==> src/hdl/spb_pkg.sv <==
// ----------------------------------------------------------------------------
// spb_pkg
// Shared types and codes for the skinning palette builder.
// ----------------------------------------------------------------------------
package spb_pkg;

  localparam int ELEM_W = 32;

  // item kinds
  localparam logic [2:0] KIND_INV_BIND = 3'd0;
  localparam logic [2:0] KIND_ROOT     = 3'd1;
  localparam logic [2:0] KIND_AUX      = 3'd2;
  localparam logic [2:0] KIND_NODE     = 3'd3;
  localparam logic [2:0] KIND_FRAME    = 3'd4;

  // configuration register indexes
  localparam logic REG_TREE_MODE  = 1'b0;
  localparam logic REG_BONE_COUNT = 1'b1;

  // operand source codes for the shared multiply-accumulate unit
  typedef enum logic [2:0] {
    SRC_ROOT  = 3'd0,
    SRC_AUX   = 3'd1,
    SRC_LOCAL = 3'd2,
    SRC_PARENT = 3'd3,
    SRC_WORK  = 3'd4,
    SRC_INV   = 3'd5,
    SRC_IDENT = 3'd6
  } src_t;

  // accumulator control from the sequencer
  typedef struct packed {
    logic clear;
    logic add;
  } mac_ctrl_t;

endpackage

==> src/hdl/spb_mac.sv <==
// ----------------------------------------------------------------------------
// spb_mac
// Shared 32x32 multiplier with a split-fraction accumulator. One product
// per cycle; the rounded, saturated element is available after four terms.
// ----------------------------------------------------------------------------
module spb_mac #(
  parameter int FRAC_BITS = 16
) (
  input  logic                       clk,
  input  logic signed [31:0]         a,
  input  logic signed [31:0]         b,
  input  spb_pkg::mac_ctrl_t         ctrl,
  output logic signed [31:0]         result
);
  import spb_pkg::*;

  localparam int HI_W = 64 - FRAC_BITS + 3;

  logic signed [63:0]         prod;
  logic                       prod_add;
  logic                       prod_clear;
  logic signed [HI_W-1:0]     qs;
  logic        [FRAC_BITS+2:0] rs;
  logic signed [HI_W-1:0]     v;

  // stage 1: product register
  always_ff @(posedge clk) begin
    prod       <= 64'(a) * 64'(b);
    prod_add   <= ctrl.add;
    prod_clear <= ctrl.clear;
  end

  // stage 2: integer and fraction parts accumulate separately
  always_ff @(posedge clk) begin
    if (prod_clear) begin
      qs <= '0;
      rs <= '0;
    end else if (prod_add) begin
      qs <= qs + HI_W'(prod >>> FRAC_BITS);
      rs <= rs + (FRAC_BITS+3)'(prod[FRAC_BITS-1:0]);
    end
  end

  // round half up and saturate
  always_comb begin
    v = qs + HI_W'((rs + (FRAC_BITS+3)'(1 << (FRAC_BITS-1))) >> FRAC_BITS);
    if (v > HI_W'(64'sh7FFFFFFF))
      result = 32'sh7FFFFFFF;
    else if (v < -HI_W'(64'sh80000000))
      result = 32'sh80000000;
    else
      result = v[31:0];
  end

endmodule

==> config.mk <==
export PLATFORM = sky130hd
export DESIGN_NAME = spb_mac
export DESIGN_NICKNAME = d
export VERILOG_FILES = /design/src/hdl/spb_pkg.sv /design/src/hdl/spb_mac.sv
export SDC_FILE = /design/constraint.sdc
export NUM_CORES = 2
export LEC_CHECK = 0
export BUFFER_PORTS_ARGS = -buffer_cell sky130_fd_sc_hd__buf_2
export CAP_MARGIN = 0
export CORE_UTILIZATION = 45
export CTS_CLUSTER_DIAMETER = 120
export DETAILED_ROUTE_END_ITERATION = 10
export PLACE_DENSITY = 0.72
export SKIP_LAST_GASP = 1
export SYNTH_ARGS = -nofsm -noshare
export SYNTH_HDL_FRONTEND = slang
export SYNTH_SLANG_ARGS = --single-unit
export TNS_END_PERCENT = 1
==> constraint.sdc <==
create_clock -name clk -period 10.6 [get_ports clk]
set_clock_uncertainty 0.05 [all_clocks]
set_input_delay 1.59 -clock clk [delete_from_list [all_inputs] [get_ports clk]]
set_output_delay 1.59 -clock clk [all_outputs]
set_load 0.02 [all_outputs]
==> flow_metrics.tcl <==
set metrics [dict create \
    ys.flop_type "dfxtp_1" \
    start_util 0.454 \
    num-fill-cells 9152 \
    cts_buffers 17 \
    yosysTopAreaCell "fa_1" \
    die_x_um 317 \
    path_buf_inv 9 \
    cp_slowest_stage_delay_ns 0.82 \
    cts_resized 0 \
    path_class "primary input to register" \
    min_from "rs[11]" \
    worstHoldPathType "register to register" \
    avgViaCountPerCell 5.34 \
    io_buffer_count 98 \
    dp_hpwl_um 94400 \
    ios 99 \
    wl_per_cell_um 19.0 \
    worst-path-max-fanout 32 \
    startpoint_type "primary input" \
    synth_area_sq_um 44600 \
    antenna_found_initial 8 \
    area_growth_pct 4.62 \
    crit_arrival_ns 9.66 \
    route.vias.total 32400 \
    cts-root-buf "clkbuf_16" \
    ys_seq_area_frac 0.0611 \
    cts_tree "done" \
    layout_commonest_cell "fa_1" \
    drtIter0Drc 2059 \
    slew_viol_final 0 \
    die-area_sq_um 100000 \
    cts-hold-fix-buffers 0 \
    worstSetupStartpoint "b[5]" \
    grt-ovfl-total 0 \
    grt.total_usage 0.244 \
    timing.fmax_mhz 107 \
    cp_top_family "adder cells" \
    seqCellArea_sq_um 2730 \
    place.gp.congestion 0.916 \
    core_sq_um 98300 \
    dr.pass1.iters 6 \
    clock-sinks 136 \
    drtAntennaViolNets 0 \
    layout_common_cells "fa_1, inv_1, nand2_1" \
    tightest_slew_ns 0.942 \
    die_h_um 317 \
    clk_latency_ns 0.45 \
    finalCritPeriodShare 0.885 \
    drcViolationCount 0 \
    ys_warn_count 0 \
    synthTopCellsByArea "fa_1, inv_1, and2_1, ha_1, dfxtp_1" \
    synth_top_area_share 0.487 \
    cts-htree-levels 4 \
    max-slew-margin-rel 0.372 \
    nNetsFinal 6175 \
    min_period_ns 9.38 \
    tns_ns 0 \
    reg2reg_from "qs[0]" \
    ys_ff_latch 136 \
    worst_hold_slack_ns 0.437 \
    place_inst 6036 \
    crit_path_end_kind "register" \
    final-setup-viol-count 0 \
    reg2reg_slack_ns 6.77 \
    postCtsSetupRepairBufs 0 \
    cap_violations 0 \
    fin_cells 6074 \
    rsz0062_at_grt "false" \
    row_count 115 \
    multiInputGateArea_sq_um 37100 \
    critPathSlowestCell "fa_1" \
    yosysUniqueCellTypes 84 \
    drive_gt1_frac 0.0420 \
    synth_edf_count 0 \
    routed_wl_um 115000 \
    required_ns 10.88 \
    synth.avg_cell_area_sq_um 9.19 \
    syn_inst 4852 \
    grt_pass1_vias 36300 \
    syn-num-nets 6259 \
    finalHoldViolCount 0 \
    async_flop_share 0 \
    grt_start_max_net_pins 73 \
    clk_pin_slew_ns 0.07 \
    cts.path.max_buffers 2 \
    status "finished, final reports clean" \
    grt_pass1_wl_um 192000 \
]
worst paths after layout:
kind         endpoint  cells past startpoint
max          prod[63]                     25
max reg2reg    qs[50]                     14
min            rs[11]                      2
min reg2reg    rs[11]                      2
tightest hold or removal path, stage by stage, from the launching register on:
cell and delay, ns:
dfxtp_1 0.32, nand2_1 0.07, a21oi_1 0.05
area by class of cell:
cell class	instances	share of cell area
antenna	6	0.000322
sequential	136	0.0585
clock buffer	18	0.00920
tap	1287	0.0345
timing repair buffer	138	0.0170
inverter	1017	0.0819
clock inverter	14	0.00292
multi-input combinational	3458	0.796
layer usage:
metal / routed length (um) / GRT usage / part of all wire
met5: 23 / 0 / 0.00020
met4: 4380 / 0.0895 / 0.038
met1: 46500 / 0.310 / 0.40
met2: 57000 / 0.423 / 0.49
met3: 7620 / 0.0358 / 0.066
flip-flops by register name, summed over array words and instances (netlist names):
signal and flops:
qs 51, prod_clear 1, rs 19, prod_add 1, prod 64
cells in the mapped netlist, drive strengths merged, types with 7 or more instances:
cell    number
or3          8
mux2i       47
nor3        36
a211oi      16
fa        1085
xnor2      104
nand4       26
xor2        62
nor2       158
o21a        22
buf         12
clkbuf     229
o21bai      22
o21ai      103
and3        25
nand3       33
and2       538
ha         255
a211o        8
o31ai        8
nor2b       17
dfxtp      136
a21oi      126
inv       1017
a31oi       14
nand2b      19
or2          7
o211ai      10
a21o        77
nand2      555
metrics by stage:
stage                     utilization  worst slack [ns]  cell area, sq um
after floorplan                     -              1.81             44600
after CTS                       0.474              1.27             46600
after global routing            0.474             0.759             46600
after detailed placement        0.469             0.829             46000
after global placement          0.469             0.907             46000
final                           0.474              1.22             46600
kinds of logic (layout without fill, tap and decap cells):
group / Yosys count / after routing / synth area share
and+or+nand+nor: 1444 / 1444 / 0.163
adders and majority gates: 1340 / 1340 / 0.559
buffers and inverters: 1258 / 1187 / 0.107
AOI/OAI and AO/OA: 458 / 458 / 0.0668
xor gates and xnor gates: 166 / 166 / 0.0328
DFF: 136 / 136 / 0.0611
muxes: 50 / 50 / 0.0113
other: 0 / 6 / 0
Power is not shown: default switching activity piles up to over one toggle a cycle in this logic, so the estimate is an artifact.
